===== src/hdl/smooth_vertex_normal_accumulator_defines.svh =====
// assertion macros for the vertex normal accumulator
// used by the top level only, no other dependencies
`ifndef SMOOTH_VERTEX_NORMAL_ACCUMULATOR_DEFINES_SVH
`define SMOOTH_VERTEX_NORMAL_ACCUMULATOR_DEFINES_SVH
`ifndef SYNTHESIS
// same-cycle implication
`define SVNA_ASSERT_IMPLY(label, clk, rst_n, ante, cons) \
	label: assert property (@(posedge clk) disable iff (!rst_n) (ante) |-> (cons)) \
		else $error("svna assertion failed");
// next-cycle implication
`define SVNA_ASSERT_NEXT(label, clk, rst_n, ante, cons) \
	label: assert property (@(posedge clk) disable iff (!rst_n) (ante) |=> (cons)) \
		else $error("svna assertion failed");
`else
`define SVNA_ASSERT_IMPLY(label, clk, rst_n, ante, cons)
`define SVNA_ASSERT_NEXT(label, clk, rst_n, ante, cons)
`endif
`endif


===== src/hdl/svna_pkg.sv =====
// shared types and constants of the vertex normal accumulator
// no dependencies
package svna_pkg;
	localparam int VERTICES_DEF         = 1024;
	localparam int MAX_FACE_CORNERS_DEF = 4;
	localparam int COORD_BITS_DEF       = 16;

	localparam int CORNER_FIELDS = 4;
	localparam int IDX_BITS      = 10;
	localparam int FIELD_BITS    = 16;
	localparam int FSIZE_BITS    = 3;
	localparam int ACC_BITS      = 48;
	localparam int UNIT_BITS     = 16;

	typedef logic [1:0] mode_t;
	localparam mode_t MODE_LOAD  = 2'd0;
	localparam mode_t MODE_FACE  = 2'd1;
	localparam mode_t MODE_READ  = 2'd2;
	localparam mode_t MODE_SPARE = 2'd3;

	typedef struct packed {
		logic signed [UNIT_BITS-1:0] z;
		logic signed [UNIT_BITS-1:0] y;
		logic signed [UNIT_BITS-1:0] x;
	} unit_vec_t;
endpackage


===== src/hdl/svna_cross.sv =====
// face normal unit: (v2-v1) x (v0-v1) with one shared multiplier
// depends on svna_pkg
module svna_cross #(
	parameter int COORD_BITS = svna_pkg::COORD_BITS_DEF
) (
	input  logic                          clk,
	input  logic                          arst_n,
	input  logic                          start,
	input  logic [3*COORD_BITS-1:0]       v0,
	input  logic [3*COORD_BITS-1:0]       v1,
	input  logic [3*COORD_BITS-1:0]       v2,
	output logic                          done,
	output logic signed [2*COORD_BITS+2:0] nx,
	output logic signed [2*COORD_BITS+2:0] ny,
	output logic signed [2*COORD_BITS+2:0] nz
);
	import svna_pkg::*;

	localparam int D  = COORD_BITS + 1;
	localparam int NW = 2 * D + 1;

	logic signed [D-1:0]     a_q [3];
	logic signed [D-1:0]     b_q [3];
	logic signed [2*D-1:0]   prod_q;
	logic signed [NW-1:0]    nx_q, ny_q, nz_q;
	logic [2:0]              cnt_q;
	logic                    run_q, done_q;
	logic signed [D-1:0]     op_a, op_b;
	logic [2:0]              tag;

	// product schedule: a1b2-a2b1, a2b0-a0b2, a0b1-a1b0
	always_comb begin
		op_a = a_q[0];
		op_b = b_q[0];
		case (cnt_q)
			3'd0: begin op_a = a_q[1]; op_b = b_q[2]; end
			3'd1: begin op_a = a_q[2]; op_b = b_q[1]; end
			3'd2: begin op_a = a_q[2]; op_b = b_q[0]; end
			3'd3: begin op_a = a_q[0]; op_b = b_q[2]; end
			3'd4: begin op_a = a_q[0]; op_b = b_q[1]; end
			3'd5: begin op_a = a_q[1]; op_b = b_q[0]; end
			default: begin op_a = a_q[0]; op_b = b_q[0]; end
		endcase
		tag = cnt_q - 3'd1;
	end

	always_ff @(posedge clk) begin
		if (start) begin
			for (int i = 0; i < 3; i++) begin
				a_q[i] <= D'(signed'(v2[i*COORD_BITS +: COORD_BITS]))
					- D'(signed'(v1[i*COORD_BITS +: COORD_BITS]));
				b_q[i] <= D'(signed'(v0[i*COORD_BITS +: COORD_BITS]))
					- D'(signed'(v1[i*COORD_BITS +: COORD_BITS]));
			end
			nx_q <= '0;
			ny_q <= '0;
			nz_q <= '0;
		end else if (run_q) begin
			prod_q <= op_a * op_b;
			if (cnt_q != 3'd0) begin
				case (tag)
					3'd0: nx_q <= nx_q + NW'(prod_q);
					3'd1: nx_q <= nx_q - NW'(prod_q);
					3'd2: ny_q <= ny_q + NW'(prod_q);
					3'd3: ny_q <= ny_q - NW'(prod_q);
					3'd4: nz_q <= nz_q + NW'(prod_q);
					3'd5: nz_q <= nz_q - NW'(prod_q);
					default: ;
				endcase
			end
		end
	end

	always_ff @(posedge clk or negedge arst_n) begin
		if (!arst_n) begin
			run_q  <= 1'b0;
			done_q <= 1'b0;
			cnt_q  <= '0;
		end else begin
			done_q <= 1'b0;
			if (start) begin
				run_q <= 1'b1;
				cnt_q <= '0;
			end else if (run_q) begin
				if (cnt_q == 3'd6) begin
					run_q  <= 1'b0;
					done_q <= 1'b1;
				end else begin
					cnt_q <= cnt_q + 3'd1;
				end
			end
		end
	end

	assign done = done_q;
	assign nx   = nx_q;
	assign ny   = ny_q;
	assign nz   = nz_q;
endmodule


===== config.mk =====
export PLATFORM = sky130hd
export DESIGN_NAME = svna_cross
export DESIGN_NICKNAME = d
export VERILOG_FILES = /design/src/hdl/smooth_vertex_normal_accumulator_defines.svh /design/src/hdl/svna_pkg.sv /design/src/hdl/svna_cross.sv
export SDC_FILE = /design/constraint.sdc
export NUM_CORES = 2
export LEC_CHECK = 0
export BUFFER_PORTS_ARGS = -buffer_cell sky130_fd_sc_hd__buf_2
export CORE_MARGIN = 2
export CORE_UTILIZATION = 63
export CTS_BUF_LIST = sky130_fd_sc_hd__clkbuf_16
export CTS_CLUSTER_SIZE = 30
export DETAILED_ROUTE_END_ITERATION = 10
export HOLD_SLACK_MARGIN = 0.15
export PLACE_DENSITY = 0.83
export SLEW_MARGIN = 20
export SYNTH_ARGS = -nofsm -noshare
export SYNTH_HDL_FRONTEND = slang
export SYNTH_SLANG_ARGS = --single-unit

===== constraint.sdc =====
create_clock -name clk -period 11 [get_ports clk]
set_clock_uncertainty 0.1 [all_clocks]
set_input_delay 1.1 -clock clk [delete_from_list [all_inputs] [get_ports clk]]
set_output_delay 1.1 -clock clk [all_outputs]
set_load 0.01 [all_outputs]

## After elaboration in Yosys (flattened, before gate mapping)

Memories as Yosys holds them, arrays and structs flattened.
Cells that the tools add are included.

- Register bits: 144
- RAM bits: 102
- Input port bits: 147
- Output and inout bits: 106
- Logic and storage cells: 69
- Memories kept: 2

Memories:

| name | words | bits a word | read ports | clocked after Yosys merged registers in | wr ports | RTL line | text |
|---|---|---|---|---|---|---|---|
| a_q | 3 | 17 | 3 | 0 | 3 | svna_cross.sv:22 | `logic signed [D-1:0] a_q [3];` |
| b_q | 3 | 17 | 3 | 0 | 3 | svna_cross.sv:23 | `logic signed [D-1:0] b_q [3];` |

- $add $sub $neg: 14
- Multiply operators: 1
- Equality and inequality tests: 12
- Mux-type cells: 16
- Bitwise logic cells: 1
- Reductions and logical operators: 16

Operators with widths:

| kind | number |
|---|---|
| 35-bit one-hot mux with 2 select lines | 3 |
| 35-bit by 34-bit adder with 35-bit output | 3 |
| 35-bit by 34-bit subtractor with 35-bit output | 3 |
| 16-bit by 16-bit subtractor with 17-bit output | 6 |
| 17-bit one-hot mux with 2 select lines | 2 |
| 17-bit by 17-bit multiplier with 34-bit output | 1 |
| 3-bit equality test, second input constant | 5 |
| 3-bit by 2-bit equality test with 1-bit output, second input constant | 4 |
| 3-bit two-way mux | 3 |
| 3-bit AND reduction | 3 |
| 1-bit two-way mux | 8 |
| 2-bit nonzero test | 4 |
| 2-bit OR reduction | 4 |
| 3-bit by 1-bit equality test with 1-bit output, second input constant | 2 |
| 3-bit logical NOT | 2 |
| 2-bit AND reduction | 2 |
| 3-bit by 1-bit adder with 3-bit output, second input constant | 1 |
| 3-bit nonzero test | 1 |
| 3-bit by 1-bit subtractor with 3-bit output, second input constant | 1 |
| 2-bit inequality test, second input constant | 1 |
| 1-bit NOT | 1 |

## Logic depth before layout (Yosys ltp)

- Word-level depth: 4
- Gate-level depth with buffers: 34
- Gate-level depth less buffers: 31

## Worst setup path before layout

No wires, ideal clock.

- Kind: flip-flop to flip-flop
- Start: register cnt_q[0]
- End: register prod_q[33], data pin
- Setup time: 0.260 ns
- Arrival: 7.513 ns
- Required time: 10.640 ns
- Path slack: 3.127 ns
- Stages on the path, launching flop included: 30
- Path buffers: 4
- Period minus slack after synthesis: 7.873 ns
- Path through: dfrtp_1 inv_1 ha_1 clkbuf_1 nand2_1 nand2b_1 clkbuf_1 clkbuf_1 a22oi_1 a21oi_1 nand2_1 inv_1 fa_1 fa_1 fa_1 fa_1 fa_1 inv_1 fa_1 inv_1 ha_1 clkbuf_1 nand4_1 o21ai_0 nor3_1 a211o_1 o21ai_1 nand3_1 a21oi_1 xnor2_1

- Cells in the longest elaborated chain, start to end: 4
- Elaborated cells between the ends (all ways): 13
- Classes of those cells: mul (1); eq/ne (5); mux (2); reduce/logical (5)

RTL lines:

| element | RTL line | text |
|---|---|---|
| start, declared | svna_cross.sv:26 | `logic [2:0] cnt_q;` |
| start signal, assigned | svna_cross.sv:89 | `cnt_q <= cnt_q + 3'd1;` |
| 3-bit equality test, or another cell as far along | svna_cross.sv:35 | `case (cnt_q)` |
| 2-bit OR reduction (no source line) | n/a |  |
| 17-bit one-hot mux with 2 select lines | svna_cross.sv:35 |  |
| 17-bit by 17-bit multiplier with 34-bit output * | svna_cross.sv:59 | `prod_q <= op_a * op_b;` |
| end signal, assigned | svna_cross.sv:59 |  |
| end, declared | svna_cross.sv:24 | `logic signed [2*D-1:0] prod_q;` |

Mark *: on every way between the ends. The rest lies on a longest branch, timed or not.
A chain may end at the register's enable or synchronous reset.

## Worst setup path in the final report

Same ends and word-level chain as after synthesis.

==> impl_metrics.toml <==
[detailed_routing]
route.antenna.remaining_nets = 0
drcViolationCount = 0
avgRoutedWirePerCell_um = 18.7
detail_route.vias_per_cell = 5.89
first_iter_violations = 2112
routed-via-count = 25700
drt_pass_1_iters = 5
finalWirelength_um = 81900

[grt]
gr-usage-all-layers_pct = 33.2
global_route.usage.met2_pct = 56.0
largest_net_degree_at_the_start_of_global_routing = 75
global_route.overflow_total = 0
grt_most_used_layer = "met2"
met3_usage_pct = 4.21
vias_in_the_first_global_route = 25400
grt_pass1_wl_um = 132000
globalRouteMet1Util_pct = 41.0
grt_antenna_before_repair = 0

[cts]
cts_buffers = 29
clk_pin_slew_ps = 60
postCtsSetupBuffers = 0
cts_tree = "yes"
worstSkewPairLatency_ps = 590
cts.sink_count = 246
holdBufCountCts = 0
clockBufferDepth = 3
cts.repair.resized = 0
ctsHtreeMaxLevel = 1
clock_tree.root_cell = "sky130_fd_sc_hd__clkbuf_16"

[critical_path]
cpMostUsedCell = "sky130_fd_sc_hd__fa_1"
critical_path.endpoint_type = "flop"
path_buf_inv = 4
critical_path_required_ps = 11210
critPathTopFamily = "adder cells"
critical_path_arrival_ps = 9060
critical_path.startpoint_type = "flop"
critPathSlowestCell = "sky130_fd_sc_hd__fa_1"
path_max_fanout = 17
critPathKind = "reg -> reg"
max_incr_delay_on_cp_ps = 870

[finish]
insertedDiodeCount = 0
area_delta_synth_final_pct = 9.00
post_route_cells_drive_above_1_share_pct = 9.86
total_number_of_nets_in_the_final_design = 4475
stdcell_count = 4369

[synth]
syn_inst = 3548
synthAdderAreaFrac_pct = 32.1
cell_area_synth_mm2 = 0.0304
yosys_warnings = 0
synth_seq_cells = 246
synthesis.area_per_instance_um2 = 8.56
synth_xor_xnor_area_share_pct = 7.90
cell_accounting_for_the_most_synthesized_area = "sky130_fd_sc_hd__fa_1"
post_synthesis_mux_area_share_pct = 0.445
synth_compound_area_share_pct = 14.3
yosys.area_share.simple_pct = 17.5
synth_top_family_by_area = "adder cells"
netlist.area_leader.share_pct = 20.1
synth-async-reset-ratio_pct = 2.03
synth_flop_cell = "sky130_fd_sc_hd__edfxtp_1"
synth_sequential_area_ratio_pct = 20.8
netlist_top_cells_area = "sky130_fd_sc_hd__fa_1, sky130_fd_sc_hd__edfxtp_1, sky130_fd_sc_hd__ha_1"
synth-edff-count = 136
synth.distinct_cells = 92
syn-num-nets = 4291

[floorplanning]
die_width_um = 224
boundaryPins = 253
die_footprint_mm2 = 0.0500
initial_core_util_pct = 63.7
die_height_um = 224
core_mm2 = 0.0476
placement_rows = 80

[outcome]
outcome = "complete, no violations"

[sta]
slew_headroom_pct = 23.0
post-route-period-util_pct = 80.5
timing.fmax_ghz = 0.113
max_transition_viols_final = 0
setup_tns_ps = 0
post-route-min-period_ps = 8850
tightest_slew_ps = 1160
setup_violations = 0
finalHoldViolCount = 0
rsz0062_at_grt = "false"

[place]
dpl.hpwl_um = 65400
dp.cells = 4316
final_replace_weighted_congestion = 0.974
portBuffers = 252

[worst_hold_path]
hold_path.class = "in -> async"

[run]
max-cap-violations = 0
per-stage QoR:
stage	util, %	setup WS, ps	hold WS (ps)	cell area [um2]
floorplan	-	3130	392	30400
detailed placement	67.5	2170	366	32100
global route	69.5	1600	257	33100
finish	69.5	2150	260	33100
global placement	67.4	2320	360	32100
CTS	69.5	2180	244	33100
placed cells by master (no fill, tap or decap), types with 34 or more instances in the layout:
cell	synthesis	routed
sky130_fd_sc_hd__a21o_1	95	95
sky130_fd_sc_hd__a21oi_1	232	230
sky130_fd_sc_hd__a22oi_1	34	34
sky130_fd_sc_hd__buf_2	6	251
sky130_fd_sc_hd__dfxtp_1	105	105
sky130_fd_sc_hd__edfxtp_1	136	136
sky130_fd_sc_hd__fa_1	305	305
sky130_fd_sc_hd__ha_1	291	291
sky130_fd_sc_hd__inv_1	433	439
sky130_fd_sc_hd__nand2_1	421	421
sky130_fd_sc_hd__nand3_1	60	60
sky130_fd_sc_hd__nor2_1	407	405
sky130_fd_sc_hd__nor2b_1	41	41
sky130_fd_sc_hd__nor3_1	73	73
sky130_fd_sc_hd__o21ai_0	78	77
sky130_fd_sc_hd__or3_1	36	36
sky130_fd_sc_hd__xnor2_1	190	190
sky130_fd_sc_hd__xor2_1	84	84
layout make-up:
class / instances / area (um2)
inverters: 433 / 1630
clock buffers: 29 / 726
multi-input cells: 2746 / 22000
well taps: 615 / 769
repair buffers: 276 / 1450
clock inverters: 24 / 238
flip-flops and latches: 246 / 6310
fillers: 3728 / 14500
cells by family (layout without fill, tap and decap cells):
family          Yosys count  in the layout
flops                   246            246
fa+ha+maj               596            596
simple gates           1184           1184
xor+xnor                274            274
buf+inv                 556            762
mux                      12             12
compound gates          680            680
path summary, 6_finish.rpt:
check | start | end | slack, ps | cells after the start
max | cnt_q[0] | prod_q[33] | 2150 | 25
min | arst_n | done | 260 | 1
max reg2reg | cnt_q[0] | prod_q[33] | 2150 | 25
min reg2reg | ny[15] | ny[15] | 370 | 2
max in group asynchronous | arst_n | cnt_q[0] | 10400 | 1
min in group clk | ny[15] | ny[15] | 370 | 2
sequential cells by signal, summed over array words and instances, names as in the netlist:
register / count
nx: 35
b_q: 51
prod_q: 34
ny: 35
a_q: 51
done: 1
cnt_q: 3
run_q: 1
nz: 35
synth_stat cells, types with 9 or more instances:
cell / instances
sky130_fd_sc_hd__a211oi_1: 32
sky130_fd_sc_hd__a21boi_0: 19
sky130_fd_sc_hd__a21o_1: 95
sky130_fd_sc_hd__a21oi_1: 232
sky130_fd_sc_hd__a22oi_1: 34
sky130_fd_sc_hd__a31oi_1: 24
sky130_fd_sc_hd__and2_1: 13
sky130_fd_sc_hd__and3_1: 23
sky130_fd_sc_hd__buf_1: 11
sky130_fd_sc_hd__clkbuf_1: 103
sky130_fd_sc_hd__dfxtp_1: 105
sky130_fd_sc_hd__edfxtp_1: 136
sky130_fd_sc_hd__fa_1: 305
sky130_fd_sc_hd__ha_1: 291
sky130_fd_sc_hd__inv_1: 433
sky130_fd_sc_hd__mux2i_1: 9
sky130_fd_sc_hd__nand2_1: 421
sky130_fd_sc_hd__nand2b_1: 21
sky130_fd_sc_hd__nand3_1: 60
sky130_fd_sc_hd__nand4_1: 17
sky130_fd_sc_hd__nor2_1: 407
sky130_fd_sc_hd__nor2b_1: 41
sky130_fd_sc_hd__nor3_1: 73
sky130_fd_sc_hd__o211ai_1: 10
sky130_fd_sc_hd__o21a_1: 23
sky130_fd_sc_hd__o21ai_0: 78
sky130_fd_sc_hd__o21ai_1: 31
sky130_fd_sc_hd__o21bai_1: 20
sky130_fd_sc_hd__o31ai_1: 10
sky130_fd_sc_hd__or2_2: 16
sky130_fd_sc_hd__or3_1: 36
sky130_fd_sc_hd__xnor2_1: 190
sky130_fd_sc_hd__xor2_1: 84
layer usage:
metal | share of wire (%) | vias up
met5 | 0 | -
met4 | 6.8 | 0
met3 | 6.6 | 233
met2 | 47 | 989
met1 | 39 | 12200
li1 | - | 12300
Power is not shown: default switching activity piles up to over one toggle a cycle in this logic, so the estimate is an artifact.
