## config.mk

```make
export PLATFORM = sky130hd
export DESIGN_NAME = svna_ram
export DESIGN_NICKNAME = d
export VERILOG_FILES = /design/src/hdl/smooth_vertex_normal_accumulator_defines.svh /design/src/hdl/svna_ram.sv
export SDC_FILE = /design/constraint.sdc
export NUM_CORES = 1
export LEC_CHECK = 0
export ABC_AREA = 1
export BUFFER_PORTS_ARGS = -buffer_cell sky130_fd_sc_hd__clkbuf_2
export CORE_MARGIN = 2
export CORE_UTILIZATION = 40
export CTS_CLUSTER_DIAMETER = 60
export CTS_CLUSTER_SIZE = 25
export DETAILED_ROUTE_END_ITERATION = 16
export HOLD_SLACK_MARGIN = 0.06
export PLACE_DENSITY = 0.67
export SETUP_SLACK_MARGIN = 0.1
export SYNTH_ARGS = -nofsm -noshare
export SYNTH_HDL_FRONTEND = slang
export SYNTH_SLANG_ARGS = --single-unit
```

## constraint.sdc

```tcl
create_clock -name clk -period 1.4 [get_ports clk]
set_input_delay 0.14 -clock clk [delete_from_list [all_inputs] [get_ports clk]]
set_output_delay 0.14 -clock clk [all_outputs]
set_load 0.05 [all_outputs]
```

## src/hdl/smooth_vertex_normal_accumulator_defines.svh

```systemverilog
// assertion macros for the vertex normal accumulator
// used by the top level only, no other dependencies
`ifndef SMOOTH_VERTEX_NORMAL_ACCUMULATOR_DEFINES_SVH
`define SMOOTH_VERTEX_NORMAL_ACCUMULATOR_DEFINES_SVH
`ifndef SYNTHESIS
// same-cycle implication
`define SVNA_ASSERT_IMPLY(label, clk, rst_n, ante, cons) \
	label: assert property (@(posedge clk) disable iff (!rst_n) (ante) |-> (cons)) \
		else $error("svna assertion failed");
// next-cycle implication
`define SVNA_ASSERT_NEXT(label, clk, rst_n, ante, cons) \
	label: assert property (@(posedge clk) disable iff (!rst_n) (ante) |=> (cons)) \
		else $error("svna assertion failed");
`else
`define SVNA_ASSERT_IMPLY(label, clk, rst_n, ante, cons)
`define SVNA_ASSERT_NEXT(label, clk, rst_n, ante, cons)
`endif
`endif

```

## src/hdl/svna_ram.sv

```systemverilog
// generic simple dual port ram, one write and one registered read
// no dependencies
module svna_ram #(
	parameter int WIDTH = 8,
	parameter int DEPTH = 16
) (
	input  logic                     clk,
	input  logic                     we,
	input  logic [$clog2(DEPTH)-1:0] waddr,
	input  logic [WIDTH-1:0]         wdata,
	input  logic [$clog2(DEPTH)-1:0] raddr,
	output logic [WIDTH-1:0]         rdata
);
	logic [WIDTH-1:0] mem [DEPTH];

	always_ff @(posedge clk) begin
		if (we) begin
			mem[waddr] <= wdata;
		end
		rdata <= mem[raddr];
	end
endmodule

```

# [Word level (Yosys, flattened, before mapping)]
# Memories as Yosys holds them, arrays and structs flattened. A register that Yosys moved wholly into a read port is not among the register bits.
# Cells that the tools add are included.
[totals] output_inout_bits=8 wordCells=3 ram_bits=128 n_memories=1 regBits=0 input_bits=18
[memory_table] memory="mem" words=16 word_bits=8 read_ports=1 rd_clocked_by_memory_dff=1 wr=1 line_no="svna_ram.sv:14" source="logic [WIDTH-1:0] mem [DEPTH];"
[op_classes] mux=2
[ops] operator="two-way mux 1 bit" n=2

# [Logic depth before layout (Yosys ltp)]
# Gate-level depths: netlist of run 1.
[depth] word_depth=2 depth_mapped=8 mapped_depth_nobuf=7

# [Worst setup path before layout of run 1]
# Ideal clock, no wire load.
[synth_timing] path_type="input-to-reg" startpoint="in waddr[2]" endpoint="mem mem[10][0] (enable)" stages=2 path_buffers=0 slack_ns=0.309 arrival_ns=0.721 setup_time_ns=0.370 required_ns=1.030 cell_sequence="nand3b_1 nor2_1"
[synth_lines] item="start, declared" line_no="svna_ram.sv:9" source="input logic [$clog2(DEPTH)-1:0] waddr,"
[synth_lines] item="end, declared" line_no="svna_ram.sv:14"
# No word-level cell before the write port.

# [Worst setup path after layout of run 1]
[layout_timing] startpoint="reg rdata[1] (read register of mem)" endpoint="out rdata[1]"
[layout_lines] item="start, declared" line_no="svna_ram.sv:12" source="output logic [WIDTH-1:0] rdata"
# No word-level cell between the ends.

==> results.json, run 1 <==
{
  "synth.cell_area_sq_um": 5770,
  "gate_count_after_technology_mapping": 551,
  "fin_setup_tns_ps": 0,
  "cp_data_arrival_time_ps": 1100,
  "initial_utilization_pct": 41.2,
  "synthesis.yosys.warnings": 0,
  "grt_first_pass_wirelength_mm": 19.5,
  "power.leakage_nw": 2.98,
  "wl_mm": 12.4,
  "rr_startpoint": "mem[11][1]$_DFFE_PP_",
  "hold_path_start": "raddr[3]",
  "cp_slowest_stage_delay_ps": 390,
  "rsz_0062_raised_after_global_routing": "false",
  "place_congestion": 0.845,
  "fraction_of_synthesized_area_in_multiplexers_pct": 0,
  "hold_viol": 0,
  "outcome": "complete, no violations",
  "ff2ff_path_depth": 6,
  "timing_worst_setup_path_type": "register to primary output",
  "yosys.cell_count.top_type": "nand2_1",
  "drt_pre_antenna_iters": 5,
  "die_y_microns": 124,
  "synth_edf_count": 128,
  "worst_slew_pin_slew_ps": 427,
  "post_synthesis_sequential_element_count": 136,
  "synth_ff_type": "edfxtp_1",
  "fin_skew_ps": 11.4,
  "worst_ep_required_time_ps": 1260,
  "cts_post_setup_buffers_inserted": 0,
  "synthesis.area_per_instance_sq_um": 10.5,
  "multiInputGateArea_sq_um": 1210,
  "critical_path_cell_sequence": "clkbuf_2",
  "grt_remaining_overflow": 0,
  "antenna_cells_inserted": 0,
  "regToRegEndpoint": "rdata[1]$_DFF_P_",
  "clock_path_buffers": 2,
  "period_needed_ps": 1240,
  "r2r_slack_ps": 370,
  "via_per_inst": 4.82,
  "crit_fanout": 1,
  "min_to": "rdata[0]$_DFF_P_",
  "global_route.usage.total_pct": 17.5,
  "yosysTopAreaCell": "edfxtp_1",
  "routedWlPerCell_microns": 15.7,
  "synth_xor_xnor_area_share_pct": 0,
  "maximum_resistive_drop_on_vdd_mv": 0.828,
  "detail_route.iter0.violations": 303,
  "post_synth_and_or_nand_nor_area_fraction_pct": 21.0,
  "complex_gate_fraction_of_the_synthesized_area_pct": 0,
  "fillerInstances": 1272,
  "pin_count": 26,
  "h-tree-depth": 4,
  "power_per_cell_area_nw_per_um2": 1460,
  "cts_tree": "built",
  "post-route-period-util_pct": 88.5,
  "clock-sinks": 136,
  "finalMaxSlewViolations": 0,
  "yosys-top-cells-area": "edfxtp_1 (67%), nand2_1 (11%), nand3_1 (8.4%)",
  "die_area_sq_um": 15400,
  "number_of_global_route_vias_before_repair": 3663,
  "timing.hold.worst.class": "primary input to register",
  "synth_cell_type_count": 12,
  "floorplan.core_area_sq_um": 14000,
  "synthToLayoutAreaGrowth_pct": 18.6,
  "worst_setup_path_end_kind": "primary output",
  "antenna_found_initial": 0,
  "slowest_stage": "dfxtp_1",
  "max_cap_viol_count": 0,
  "cts_buf_count": 17,
  "crit_path_start_kind": "register",
  "dpl-instance-area_sq_um": 6190,
  "combinational_family_with_the_most_area_after_synthesis": "simple AND/OR/NAND/NOR gates",
  "layout-drive-gt1-share_pct": 13.3,
  "layout.nets": 613,
  "final_design_instance_area_without_fill_sq_um": 6840,
  "placementRows": 43,
  "finalSetupViolations": 0,
  "later_pin_clock_latency_in_the_skew_report_ps": 410,
  "cts_hold_buffers": 0,
  "drt.antenna.violating_nets": 0,
  "clock_transition_at_the_registers_of_the_reported_paths_ps": 50,
  "regArea_sq_um": 4000,
  "dr_total_vias": 3799,
  "critical-path-top-delay-family": "flip-flops",
  "timing.hold.worst_path_depth": 3,
  "fp.dieW_microns": 124,
  "synthesized_nets": 569,
  "relSlewSlack_pct": 71.5,
  "synth.cells.most_frequent": "nand2_1 (173), edfxtp_1 (128), inv_1 (100)",
  "synth_top_area_share_pct": 66.7,
  "max_clock_freq_ghz": 0.807,
  "dp.final_hpwl_mm": 7.77,
  "yosysSeqAreaShare_pct": 69.4,
  "wp_buf_inv": 1,
  "cts.repair.resized": 0,
  "async_flop_share_pct": 0,
  "post-route-drc-count": 0,
  "pin_count_of_the_biggest_net_entering_global_routing": 65,
  "synth_fa_ha_area_share_pct": 0,
  "root_buffer": "clkbuf_16",
  "numPortBuffers": 25
}
[sequential cells by signal, indices dropped and copies added (netlist names)]
name	count
mem	128
rdata	8
[cells by family after synthesis]
group / after synthesis
AND/OR/NAND/NOR: 289
flip-flops: 136
buffers and inverters: 126
[per-layer routing]
metal / GRT usage (%) / wire length [microns]
met3: 3.89 / 795
met4: 9.13 / 420
met1: 23.5 / 5420
met2: 26.7 / 5720
met5: 0 / 0
[cell type report]
cell class / instances / share of cell area (%)
Clock buffer: 24 / 7.34
Clock inverter: 8 / 2.09
Inverter: 102 / 5.60
Multi-Input combinational cell: 289 / 17.7
Sequential cell: 136 / 58.6
Tap cell: 180 / 3.29
Timing Repair Buffer: 49 / 5.38
[cell usage in the layout, fill, tap and decap left out]
cell / count
nand2_1: 173
edfxtp_1: 128
inv_1: 100
nand3_1: 97
clkbuf_2: 25
buf_4: 19
nor2_1: 17
clkbuf_16: 17
dfxtp_1: 8
clkbuf_8: 5
buf_12: 5
bufinv_16: 4
clkinv_2: 3
inv_2: 2
nand3b_1: 2
clkbuf_1: 2
clkinvlp_4: 1
[per-stage QoR]
| step | power [mW] | util [%] | instances | worst slack [ps] | hold WS, ps |
|---|---|---|---|---|---|
| final | 10.0 | 48.9 | 788 | 161 | 133 |
| after global routing | 10.3 | 48.9 | 788 | 117 | 131 |
| after CTS | 10.1 | 48.9 | 788 | 125 | 128 |
| after detailed placement | 5.33 | 44.3 | 756 | 170 | 553 |
| after global placement | 5.31 | 44.3 | 756 | 187 | 544 |
| after floorplan | 5.07 | - | 551 | 309 | 239 |
[report_power, final]
| part | internal [mW] | leakage (nW) | switching [mW] | total, mW |
|---|---|---|---|---|
| clock | 3.21 | 0.316 | 1.56 | 4.77 |
| sequential | 4.55 | 1.22 | 0.0280 | 4.58 |
| combinational | 0.182 | 1.44 | 0.479 | 0.662 |
[worst max-delay path by stage]
stage	from	to	slack [ps]	cells past startpoint
2_1_floorplan	waddr[2]	mem[10][0]$_DFFE_PP_	310	2
3_3_place_gp	raddr[0]	rdata[5]$_DFF_P_	190	7
3_5_place_dp	raddr[0]	rdata[5]$_DFF_P_	170	7
4_1_cts	rdata[1]$_DFF_P_	rdata[1]	120	1
5_1_grt	rdata[1]$_DFF_P_	rdata[1]	120	1
6_report	rdata[1]$_DFF_P_	rdata[1]	160	1
(Power assumes the default switching activity.)
==> run 2: changes to the inputs <==
--- a/config.mk
+++ b/config.mk
@@ -9,4 +9,5 @@
 export BUFFER_PORTS_ARGS = -buffer_cell sky130_fd_sc_hd__clkbuf_2
+export CAP_MARGIN = 20
 export CORE_MARGIN = 2
-export CORE_UTILIZATION = 40
+export CORE_UTILIZATION = 61
 export CTS_CLUSTER_DIAMETER = 60
@@ -15,3 +16,3 @@
 export HOLD_SLACK_MARGIN = 0.06
-export PLACE_DENSITY = 0.67
+export PLACE_DENSITY = 0.9
 export SETUP_SLACK_MARGIN = 0.1
--- a/constraint.sdc
+++ b/constraint.sdc
@@ -3,2 +3,2 @@
 set_output_delay 0.14 -clock clk [all_outputs]
-set_load 0.05 [all_outputs]
+set_load 0.005 [all_outputs]
==> run 2 against run 1 <==
Register-to-register slack lost 80 ps. Combinational power shrank 12%. Global-route usage grew 11 points. Clock power shrank 1%. Die area shrank 33%. Utilization grew 24 points. First-iteration DRC count grew 82%. Worst setup slack gained 81 ps.
==> results.json, run 2 (same netlist as run 1, synthesis figures left out) <==
{
  "outcome": "complete, no violations",
  "drt_pre_antenna_iters": 6,
  "pin_count_of_the_biggest_net_entering_global_routing": 65,
  "rr_startpoint": "mem[10][4]$_DFFE_PP_",
  "h-tree-depth": 4,
  "placementRows": 35,
  "cts_buf_count": 17,
  "cp_slowest_stage_delay_ps": 350,
  "power_per_cell_area_nw_per_um2": 1470,
  "cts_tree": "built",
  "global_route.usage.total_pct": 29.0,
  "post-route-period-util_pct": 82.8,
  "antenna_cells_inserted": 0,
  "final_cell_count_without_fillers": 720,
  "wl_mm": 13.8,
  "worst_slew_pin_slew_ps": 514,
  "timing.hold.worst_path_depth": 1,
  "synthToLayoutAreaGrowth_pct": 16.5,
  "number_of_global_route_vias_before_repair": 3964,
  "r2r_slack_ps": 290,
  "flop_pwr_share_pct": 46.4,
  "timing.hold.worst.class": "primary input to register",
  "detail_route.iter0.violations": 551,
  "max_cap_viol_count": 0,
  "critical_path_cell_sequence": "clkbuf_2",
  "fin_setup_tns_ps": 0,
  "later_pin_clock_latency_in_the_skew_report_ps": 530,
  "finalCoreUtilization_pct": 73.0,
  "dr_total_vias": 4158,
  "mostFrequentLayoutCell": "nand2_1",
  "fillerInstances": 554,
  "largest_registers": "mem x128, rdata x8",
  "via_per_inst": 5.78,
  "grt_first_pass_wirelength_mm": 21.1,
  "fin_skew_ps": 6.48,
  "clock_transition_at_the_registers_of_the_reported_paths_ps": 60,
  "min_to": "mem[14][5]$_DFFE_PP_",
  "power.combinational.fraction_pct": 5.9,
  "crit_path_start_kind": "register",
  "placedCellCount": 687,
  "crit_fanout": 1,
  "portion_of_total_power_attributed_to_the_clock_network_pct": 47.7,
  "multiInputGateArea_sq_um": 1210,
  "max_clock_freq_ghz": 0.863,
  "drt.antenna.violating_nets": 0,
  "clock_path_buffers": 2,
  "power.leakage_nw": 2.96,
  "finalSetupViolations": 0,
  "numPortBuffers": 25,
  "place_congestion": 0.886,
  "regToRegEndpoint": "rdata[4]$_DFF_P_",
  "layout_common_cells": "nand2_1 (173), edfxtp_1 (128), inv_1 (100)",
  "period_needed_ps": 1160,
  "maximum_resistive_drop_on_vdd_mv": 0.966,
  "routedWlPerCell_microns": 19.2,
  "die_area_sq_um": 10200,
  "timing_worst_setup_path_type": "register to primary output",
  "hold_viol": 0,
  "finalMaxSlewViolations": 0,
  "pin_count": 26,
  "power.switching_fraction_pct": 21.1,
  "top_register": "mem",
  "floorplan.core_area_sq_um": 9200,
  "ff2ff_path_depth": 6,
  "regArea_sq_um": 4000,
  "initial_utilization_pct": 62.7,
  "hold_path_start": "wdata[5]",
  "antenna_found_initial": 0,
  "root_buffer": "clkbuf_8",
  "grt_remaining_overflow": 0,
  "cp_data_arrival_time_ps": 1020,
  "die_y_microns": 101,
  "dp.final_hpwl_mm": 7.99,
  "layout.nets": 614,
  "worst_ep_required_time_ps": 1260,
  "critical-path-top-delay-family": "flip-flops",
  "clock-sinks": 136,
  "slowest_stage": "dfxtp_1",
  "worst_setup_path_end_kind": "primary output",
  "netSwitchingPower_mw": 2.09,
  "relSlewSlack_pct": 65.7,
  "fp.dieW_microns": 101,
  "intPower_mw": 7.79,
  "largest_reg_flops": 128,
  "wp_buf_inv": 1,
  "post-route-drc-count": 0,
  "layout-drive-gt1-share_pct": 13.0,
  "rsz_0062_raised_after_global_routing": "false",
  "cts.repair.resized": 0
}
## run 2: cell types whose count changed in the layout (fill, tap and decap cells not counted)
cell / previous run / this run
bufinv_16: 4 / 5
dlygate4sd3_1: 0 / 1
clkinvlp_4: 1 / 3
buf_12: 5 / 3
buf_4: 19 / 21
clkinv_2: 3 / 1
clkinv_4: 0 / 2
clkinv_1: 0 / 2
clkbuf_16: 17 / 16
clkbuf_8: 5 / 1
## run 2: per-layer routing
layer,wire (microns),up-vias,GRT usage (%)
met5,0,-,0
li1,-,1868,-
met3,1410,66,7.11
met4,622,0,16.9
met2,6750,311,45.3
met1,5020,1913,37.3
## run 2: power groups by stage
stage	clock [mW]	combinational (mW)	sequential, mW
2_1_floorplan	0	0.321	4.66
3_3_place_gp	0	0.524	4.66
3_5_place_dp	0	0.549	4.67
4_1_cts	4.75	0.568	4.59
5_1_grt	4.88	0.628	4.59
6_report	4.71	0.580	4.58
## run 2: final cells by class
| type | instances | share of cell area, % |
|---|---|---|
| Timing Repair Buffer | 50 | 5.25 |
| Sequential cell | 136 | 59.6 |
| Multi-Input combinational cell | 289 | 18.1 |
| Clock inverter | 13 | 3.02 |
| Clock buffer | 19 | 6.28 |
| Tap cell | 111 | 2.07 |
| Inverter | 102 | 5.70 |
## run 2: timing repair
item                      4_1_cts  5_1_grt
buffers inserted                0        0
hold buffers                    1        0
hold endpoints to repair        8        0
## run 2: per-stage QoR
stage                     power (mW)  setup slack [ps]  hold WS, ps  cell area (sq um)
after global routing            10.1               203         90.2               6720
after CTS                       9.90               214         73.9               6720
final                           9.87               241          107               6720
after global placement          5.19               229          512               6080
after detailed placement        5.22               168          513               6080
after floorplan                 4.98               309          239               5770
## run 2: worst max-delay path by stage
stage                                 from                    to  slack (ps)  depth (start not counted)
after floorplan                   waddr[2]  mem[10][0]$_DFFE_PP_         310                          2
after global placement            raddr[0]      rdata[7]$_DFF_P_         230                          8
after detailed placement          raddr[0]      rdata[3]$_DFF_P_         170                          8
after CTS                 rdata[0]$_DFF_P_              rdata[0]         210                          1
after global routing      rdata[0]$_DFF_P_              rdata[0]         200                          1
final                     rdata[7]$_DFF_P_              rdata[7]         240                          1
