[config.mk]
export PLATFORM = sky130hd
export DESIGN_NAME = svna_norm
export DESIGN_NICKNAME = d
export VERILOG_FILES = /design/src/hdl/smooth_vertex_normal_accumulator_defines.svh /design/src/hdl/svna_pkg.sv /design/src/hdl/svna_norm.sv
export SDC_FILE = /design/constraint.sdc
export NUM_CORES = 2
export LEC_CHECK = 0
export ABC_AREA = 0
export BUFFER_PORTS_ARGS = -buffer_cell sky130_fd_sc_hd__buf_2
export CAP_MARGIN = 10
export CORE_MARGIN = 8
export CORE_UTILIZATION = 59
export CTS_CLUSTER_SIZE = 8
export DETAILED_ROUTE_END_ITERATION = 7
export PLACE_DENSITY = 0.91
export SETUP_SLACK_MARGIN = 0.15
export SLEW_MARGIN = 40
export SYNTH_ARGS = -nofsm -noshare
export SYNTH_HDL_FRONTEND = slang
export SYNTH_SLANG_ARGS = --single-unit
[constraint.sdc]
create_clock -name clk -period 8.9 [get_ports clk]
set_input_delay 1.78 -clock clk [delete_from_list [all_inputs] [get_ports clk]]
set_output_delay 1.78 -clock clk [all_outputs]
set_load 0.03 [all_outputs]
[src/hdl/smooth_vertex_normal_accumulator_defines.svh]
// assertion macros for the vertex normal accumulator
// used by the top level only, no other dependencies
`ifndef SMOOTH_VERTEX_NORMAL_ACCUMULATOR_DEFINES_SVH
`define SMOOTH_VERTEX_NORMAL_ACCUMULATOR_DEFINES_SVH
`ifndef SYNTHESIS
// same-cycle implication
`define SVNA_ASSERT_IMPLY(label, clk, rst_n, ante, cons) \
	label: assert property (@(posedge clk) disable iff (!rst_n) (ante) |-> (cons)) \
		else $error("svna assertion failed");
// next-cycle implication
`define SVNA_ASSERT_NEXT(label, clk, rst_n, ante, cons) \
	label: assert property (@(posedge clk) disable iff (!rst_n) (ante) |=> (cons)) \
		else $error("svna assertion failed");
`else
`define SVNA_ASSERT_IMPLY(label, clk, rst_n, ante, cons)
`define SVNA_ASSERT_NEXT(label, clk, rst_n, ante, cons)
`endif
`endif

[src/hdl/svna_pkg.sv]
// shared types and constants of the vertex normal accumulator
// no dependencies
package svna_pkg;
	localparam int VERTICES_DEF         = 1024;
	localparam int MAX_FACE_CORNERS_DEF = 4;
	localparam int COORD_BITS_DEF       = 16;

	localparam int CORNER_FIELDS = 4;
	localparam int IDX_BITS      = 10;
	localparam int FIELD_BITS    = 16;
	localparam int FSIZE_BITS    = 3;
	localparam int ACC_BITS      = 48;
	localparam int UNIT_BITS     = 16;

	typedef logic [1:0] mode_t;
	localparam mode_t MODE_LOAD  = 2'd0;
	localparam mode_t MODE_FACE  = 2'd1;
	localparam mode_t MODE_READ  = 2'd2;
	localparam mode_t MODE_SPARE = 2'd3;

	typedef struct packed {
		logic signed [UNIT_BITS-1:0] z;
		logic signed [UNIT_BITS-1:0] y;
		logic signed [UNIT_BITS-1:0] x;
	} unit_vec_t;
endpackage

[src/hdl/svna_norm.sv]
// normalizer: prescale, sum of squares, bit-serial root and divides
// depends on svna_pkg
module svna_norm (
	input  logic                                 clk,
	input  logic                                 arst_n,
	input  logic                                 start,
	input  logic signed [svna_pkg::ACC_BITS-1:0] ax,
	input  logic signed [svna_pkg::ACC_BITS-1:0] ay,
	input  logic signed [svna_pkg::ACC_BITS-1:0] az,
	output logic                                 done,
	output svna_pkg::unit_vec_t                  res
);
	import svna_pkg::*;

	localparam logic [2:0] N_IDLE  = 3'd0;
	localparam logic [2:0] N_MAX   = 3'd1;
	localparam logic [2:0] N_SHIFT = 3'd2;
	localparam logic [2:0] N_SQ    = 3'd3;
	localparam logic [2:0] N_SQRT  = 3'd4;
	localparam logic [2:0] N_DSET  = 3'd5;
	localparam logic [2:0] N_DIV   = 3'd6;
	localparam logic [2:0] N_FIN   = 3'd7;

	logic [2:0]          st_q;
	logic [ACC_BITS-1:0] mag_q [3];
	logic [2:0]          neg_q;
	logic [ACC_BITS-1:0] m_q;
	logic [61:0]         prod_q;
	logic [63:0]         s_q, root_q, bit_q;
	logic [31:0]         len_q, rem_q;
	logic [16:0]         lo_q, quo_q;
	logic [4:0]          cnt_q;
	logic [1:0]          idx_q;
	logic [UNIT_BITS-1:0] r_q [3];
	logic                done_q;

	logic [63:0] trial, root_nx;
	logic        take;
	logic [46:0] num;
	logic [32:0] dtrial;
	logic        qbit;
	logic [ACC_BITS-1:0] m_nx;
	logic [UNIT_BITS-1:0] r_sat;

	always_comb begin
		trial   = root_q + bit_q;
		take    = s_q >= trial;
		root_nx = take ? ((root_q >> 1) + bit_q) : (root_q >> 1);
		num     = {1'b0, mag_q[idx_q][30:0], 15'b0} + 47'(len_q >> 1);
		dtrial  = {rem_q, lo_q[16]};
		qbit    = dtrial >= {1'b0, len_q};
		m_nx    = (mag_q[0] > mag_q[1]) ? mag_q[0] : mag_q[1];
		if (mag_q[2] > m_nx) begin
			m_nx = mag_q[2];
		end
		// negative side may reach -1.0, positive side stops at just below
		if (neg_q[idx_q]) begin
			r_sat = UNIT_BITS'(17'd0 - quo_q);
		end else if (quo_q > 17'd32767) begin
			r_sat = 16'h7fff;
		end else begin
			r_sat = quo_q[15:0];
		end
	end

	always_ff @(posedge clk) begin
		case (st_q)
			N_IDLE: begin
				if (start) begin
					mag_q[0] <= ax[ACC_BITS-1] ? ACC_BITS'(-ax) : ACC_BITS'(ax);
					mag_q[1] <= ay[ACC_BITS-1] ? ACC_BITS'(-ay) : ACC_BITS'(ay);
					mag_q[2] <= az[ACC_BITS-1] ? ACC_BITS'(-az) : ACC_BITS'(az);
					neg_q    <= {az[ACC_BITS-1], ay[ACC_BITS-1], ax[ACC_BITS-1]};
				end
			end
			N_MAX: begin
				m_q <= m_nx;
			end
			N_SHIFT: begin
				if (m_q == '0) begin
					for (int i = 0; i < 3; i++) r_q[i] <= '0;
				end else if (m_q[ACC_BITS-1:31] != '0) begin
					m_q <= m_q >> 1;
					for (int i = 0; i < 3; i++) mag_q[i] <= mag_q[i] >> 1;
				end else begin
					s_q <= '0;
				end
			end
			N_SQ: begin
				if (idx_q != 2'd3) begin
					prod_q <= mag_q[idx_q][30:0] * mag_q[idx_q][30:0];
				end
				if (idx_q != 2'd0) begin
					s_q <= s_q + 64'(prod_q);
				end
				if (idx_q == 2'd3) begin
					root_q <= '0;
					bit_q  <= 64'h4000_0000_0000_0000;
				end
			end
			N_SQRT: begin
				if (take) begin
					s_q <= s_q - trial;
				end
				root_q <= root_nx;
				bit_q  <= bit_q >> 2;
				len_q  <= root_nx[31:0];
			end
			N_DSET: begin
				rem_q <= 32'(num[46:17]);
				lo_q  <= num[16:0];
				quo_q <= '0;
			end
			N_DIV: begin
				rem_q <= qbit ? 32'(dtrial - {1'b0, len_q}) : dtrial[31:0];
				lo_q  <= lo_q << 1;
				quo_q <= {quo_q[15:0], qbit};
			end
			N_FIN: begin
				r_q[idx_q] <= r_sat;
			end
			default: ;
		endcase
	end

	always_ff @(posedge clk or negedge arst_n) begin
		if (!arst_n) begin
			st_q   <= N_IDLE;
			cnt_q  <= '0;
			idx_q  <= '0;
			done_q <= 1'b0;
		end else begin
			done_q <= 1'b0;
			case (st_q)
				N_IDLE: begin
					if (start) begin
						st_q <= N_MAX;
					end
				end
				N_MAX: st_q <= N_SHIFT;
				N_SHIFT: begin
					if (m_q == '0) begin
						done_q <= 1'b1;
						st_q   <= N_IDLE;
					end else if (m_q[ACC_BITS-1:31] == '0) begin
						idx_q <= '0;
						st_q  <= N_SQ;
					end
				end
				N_SQ: begin
					idx_q <= idx_q + 2'd1;
					if (idx_q == 2'd3) begin
						cnt_q <= '0;
						st_q  <= N_SQRT;
					end
				end
				N_SQRT: begin
					cnt_q <= cnt_q + 5'd1;
					if (cnt_q == 5'd31) begin
						idx_q <= '0;
						st_q  <= N_DSET;
					end
				end
				N_DSET: begin
					cnt_q <= '0;
					st_q  <= N_DIV;
				end
				N_DIV: begin
					cnt_q <= cnt_q + 5'd1;
					if (cnt_q == 5'd16) begin
						st_q <= N_FIN;
					end
				end
				N_FIN: begin
					if (idx_q == 2'd2) begin
						done_q <= 1'b1;
						st_q   <= N_IDLE;
					end else begin
						idx_q <= idx_q + 2'd1;
						st_q  <= N_DSET;
					end
				end
				default: st_q <= N_IDLE;
			endcase
		end
	end

	assign done  = done_q;
	assign res.x = r_q[0];
	assign res.y = r_q[1];
	assign res.z = r_q[2];
endmodule
Word level (Yosys, flattened, before mapping)
Memories as Yosys holds them, arrays and structs flattened.
Cells that the tools add are included.

cells by class
  $add $sub $neg = 12
  multiply operators = 1
  order comparisons = 6
  equality and inequality tests = 24
  mux-type cells = 61
  bitwise logic cells = 3
  reductions and logical operators = 21

operators with widths
  operator                                      count
  two-way mux 48 bit                            10
  two-way mux 64 bit                            7
  one-hot mux 64 bit (2 select lines)           2
  one-hot mux 64 bit (3 select lines)           1
  negator 48 bit                                3
  > comparator 48 bit                           2
  one-hot mux 48 bit (2 select lines)           1
  one-hot mux 17 bit (2 select lines)           2
  adder 63 x 64 -> 64 bit                       1
  adder 64 x 62 -> 64 bit                       1
  adder 64 bit                                  1
  >= comparator 64 bit                          1
  one-hot mux 32 bit (2 select lines)           1
  subtractor 64 bit                             1
  multiplier 31 x 31 -> 62 bit                  1
  logical NOT 48 bit                            1
  two-way mux 16 bit                            3
  adder 46 x 31 -> 47 bit                       1
  >= comparator 33 x 32 -> 1 bit                1
  two-way mux 32 bit                            1
  subtractor 32 bit                             1
  inequality test 2 bit, second input constant  12
  one-hot mux 3 bit (8 select lines)            1
  two-way mux 3 bit                             7
  other kinds (30)                              65

storage, ports and cells
  register bits after elaboration = 414
  memory bits (writable) = 192
  output and inout bits = 49
  word-level logic and storage cells = 144
  memories kept = 2

memory list
  name   words  width  read ports  clocked after Yosys merged registers in  wr ports  line             source
  mag_q  3      48     4           0                                        3         svna_norm.sv:25  logic [ACC_BITS-1:0] mag_q [3];
  r_q    3      16     3           0                                        3         svna_norm.sv:34  logic [UNIT_BITS-1:0] r_q [3];

Depth between registers and ports, before layout
  depth after elaboration = 6
  gate-level depth with buffers = 38
  depth with buffers taken out = 32

Worst setup path before layout
OpenSTA, ideal clock, no wires.

  path type = register -> register
  from = reg idx_q[0]
  to = reg prod_q[50] (data pin)
  setup time = 0.265 ns
  arrival = 9.300 ns
  required time = 8.635 ns
  slack = -0.665 ns
  cell stages (with the launch flop) = 37
  period minus slack after synthesis = 9.565 ns
  cell sequence = dfrtp_1 -> clkbuf_1 -> buf_1 -> clkbuf_1 -> mux2i_1 -> o21a_1 -> clkbuf_1 -> inv_1 -> buf_1 -> nand2_1 -> fa_1 -> inv_1 -> fa_1 -> fa_1 -> inv_1 -> fa_1 -> inv_1 -> fa_1 -> inv_1 -> fa_1 -> inv_1 -> fa_1 -> inv_1 -> fa_1 -> inv_1 -> ha_1 -> clkbuf_1 -> a21oi_1 -> o21ai_0 -> a31oi_1 -> o221ai_1 -> a31oi_1 -> o21ai_0 -> a31oi_1 -> o31ai_1 -> a21boi_0 -> xnor2_1

on the way
  word-level cells in the longest chain between the ends = 2

RTL lines
  element                       line              source
  from (decl)                   svna_norm.sv:33   logic [1:0] idx_q;
  from (signal assigned)        svna_norm.sv:151  idx_q <= idx_q + 2'd1;
  from (signal assigned)        svna_norm.sv:179  idx_q <= idx_q + 2'd1;
  memory (3 x 48 bit)           n/a
  multiplier 31 x 31 -> 62 bit  svna_norm.sv:91   prod_q <= mag_q[idx_q][30:0] * mag_q[idx_q][30:0];
  to (signal assigned)          svna_norm.sv:91
  to (decl)                     svna_norm.sv:28   logic [61:0] prod_q;

No other way between the ends.
A chain may end at the register's enable or synchronous reset.

Worst setup path after layout
  from = reg idx_q[1]
  to = reg prod_q[60] (data pin)

Same word-level chain as after synthesis.

==> summary.md <==
| Metric | Value |
|---|---|
| Num CTS Buffers | 83 |
| Cell repeated most along the worst path | fa_1 |
| Met1 usage | a little over two fifths |
| Share of flip-flops with an asynchronous set or reset | 1.92% |
| Rows | approximately 130 |
| DR vias | 61,029 |
| Synthesized area per cell | 9.08 um^2 |
| Post-Synth Adder-Cell Area | between 30% and 40% |
| Share of the yosys chip area belonging to registers | ~24% |
| Worst-path clk slew | 0.06 ns |
| Nets@finish | 9,499 |
| Slew Limit Fails | 0 |
| Filler Cell Count | 9,418 |
| Setup Skew | 0.0280 ns |
| Drt pass-1 iters | 7 |
| Compound-gate portion of the synthesized area | between 10% and 20% |
| M3 GR Usage | under 10% |
| Most common cell after layout, fill and taps aside | inv_1 |
| WL/cell | around 23 um |
| Status | complete, no violations |
| Count of max-cap constraint violations | 0 |
| Met2 Use GR | 53.5% |
| Most frequent cells in the layout | inv_1, fa_1, nor2_1 |
| Synth Area in XOR/XNOR | about 6% |
| Critical-path maximum fanout | 18 |
| Simple-gate share of the synthesized area | 13.8% |
| Setup crit end kind | flop |
| RePlAce Congestion | ~1.1 |
| Setup repair after global routing missed its margin | no |
| First-pass GRT wire length | 343,000 um |
| Layout area overhead | 8.70% |
| Hold Fails Final Rpt | 0 |
| Critical path required time | 9.32 ns |
| Final setup viols | 0 |
| Residual DRC | 0 |
| DIE HEIGHT | 364 um |
| CP Class | reg2reg |
| Largest family of logic cells by synthesized area | adder cells |
| Initial antenna violation count | 3 |
| Nature of the critical path startpoint | flop |
| CTS H-tree depth | 3 |
| Antenna Nets Post-Route | 0 |
| CTS tree | built |
| Worst EP arrival | 8.94 ns |
| Hold slack | 0.522 ns |
| Die X-Extent | 364 um |
| Largest net degree at the start of global routing | 213 |
| Core Area | 0.120 mm^2 |
| Hold WC Path Type | reg2reg |
| Max frequency | 117 MHz |
| Tcrit/Tclk final | 95.8% |
| Antenna Cells | 0 |
| Worst skew pair latency | between 0.6 and 0.7 ns |
| Share of cells above drive strength 1 | 7.69% |
| Area of the die | 0.132 mm^2 |
| Global route hottest layer | met2 |
| Slowest cell on crit path | fa_1 |
| Critical path's largest stage delay | 0.59 ns |
| Grt total ovfl | 0 |
| All-layer global routing usage | between 30% and 40% |
| Clock Tree Buf Depth | 3 |
| Initial DRC count | 7,338 |
| Worst slew margin | 40.4% |
| Total wire length | approximately 220,000 um |
| Synthesis Warnings | 0 |
| Most used DFF post-synth | edfxtp_1 |
| # port buffers | 195 |
| Post-layout min period | approximately 8.5 ns |
| EDFF count, synth | around 560 |
| Worst R2R Setup Slack | 0.37 ns |
| I/O pins | 196 |
| Slew @ Worst Pin | 0.889 ns |
| HPWL Detailed | 172,000 um |
| Post-cts hold buffer count | 0 |
| Yosys cell types | 87 |
| Vias/cell | 6.33 |
| Post-synth net total | 9,361 |
| Mapped Area | just over 0.07 mm^2 |
| Clock net sink count | between 500 and 600 |
| Mapped Cells | 7,852 |
| Clock root cell | clkbuf_16 |
| Fraction of synthesized area in multiplexers | approximately 1.4% |
| Register bit total from synthesis | 573 |
| Vias in the first global route | 62,644 |
| Starting density of the core | 59.5% |
cell type report:
class	instances	area, um^2	area share, %
well taps	1612	2020	2.60
repair buffers	382	2710	3.50
inverters	1154	4350	5.62
clock inverters	10	131	0.170
flip-flops and latches	573	17200	22.1
clock buffers	109	2220	2.86
multi-input cells	5796	48900	63.1
registers in the layout (all words and copies together) (netlist names), 48 cells and up:
signal,flops
m_q,48
s_q,64
prod_q,61
mag_q,144
r_q,48
root_q,64
synthesized netlist by cell type, types with 44 or more instances:
master | n | area share [%]
a211oi_1 | 92 | 0.97
a21o_1 | 197 | 2.1
a21oi_1 | 495 | 3.5
a31oi_1 | 85 | 0.75
and2_1 | 63 | 0.55
and3_1 | 66 | 0.58
clkbuf_1 | 292 | 1.5
edfxtp_1 | 562 | 24
fa_1 | 752 | 21
ha_1 | 610 | 11
inv_1 | 1141 | 6.0
mux2i_1 | 87 | 1.2
nand2_1 | 706 | 3.7
nand2b_1 | 44 | 0.39
nand3_1 | 91 | 0.64
nand4_1 | 123 | 1.1
nor2_1 | 717 | 3.8
nor3_1 | 130 | 0.91
o21a_1 | 49 | 0.52
o21ai_0 | 329 | 2.3
o21bai_1 | 79 | 0.83
o22ai_1 | 60 | 0.53
o31ai_1 | 67 | 0.71
or3_1 | 45 | 0.40
xnor2_1 | 216 | 2.7
xor2_1 | 269 | 3.3
worst paths after layout:
kind	startpoint	end	cells after the start
worst max-delay path	idx_q[1]	prod_q[60]	30
worst min-delay path	lo_q[2]	lo_q[3]	2
worst max register to register	idx_q[1]	prod_q[60]	30
worst min register to register	lo_q[2]	lo_q[3]	2
max in group asynchronous	arst_n	idx_q[1]	1
min in group asynchronous	arst_n	done	1
worst max-delay path, delay by kind of cell, from the launching register on:
family                   cells  cell delay (ns)
adder cells (fa/ha/maj)      9             4.37
AO/OA/AOI/OAI                8             1.51
buffers and inverters        9             1.30
flip-flops                   1             0.46
AND/OR/NAND/NOR              3             0.45
XOR/XNOR                     1             0.15
kinds of logic (layout without fill, tap and decap cells):
logic type / count (synthesis) / in the layout
AND/OR/NAND/NOR: 2151 / 2151
AO/OA/AOI/OAI: 1701 / 1701
buffers and inverters: 1483 / 1655
adder cells (fa/ha/maj): 1362 / 1362
flip-flops: 573 / 573
XOR/XNOR: 485 / 485
multiplexers: 97 / 97
what timing repair did:
item                       in CTS  in global routing
setup endpoints to repair      12                 21
cloned                          0                  1
setup buffers                   2                 10
pin swaps                       0                  1
resized for setup               5                 41
per-stage QoR:
step	TNS [ns]	area [um^2]	util [%]	cells	setup WS [ns]
finish	0	77500	64.6	9636	0.373
global route	0	77500	64.6	9636	0.0994
CTS	0	77200	64.4	9625	0.156
detailed placement	-0.210	74800	62.4	9504	-0.113
global placement	0	74700	62.4	9502	0.0537
floorplan	0	71300	-	7852	0.153
routing by layer:
metal  routed length, um  vias to the layer above
met5                  37                        -
met3               23000                      805
met4               12500                        6
met1               82800                    29416
met2              102000                     3760
li1                    -                    27042
Power is left out: the tool's default activity adds up to more than one toggle a clock period on the data nets, which glitch-free logic cannot reach.
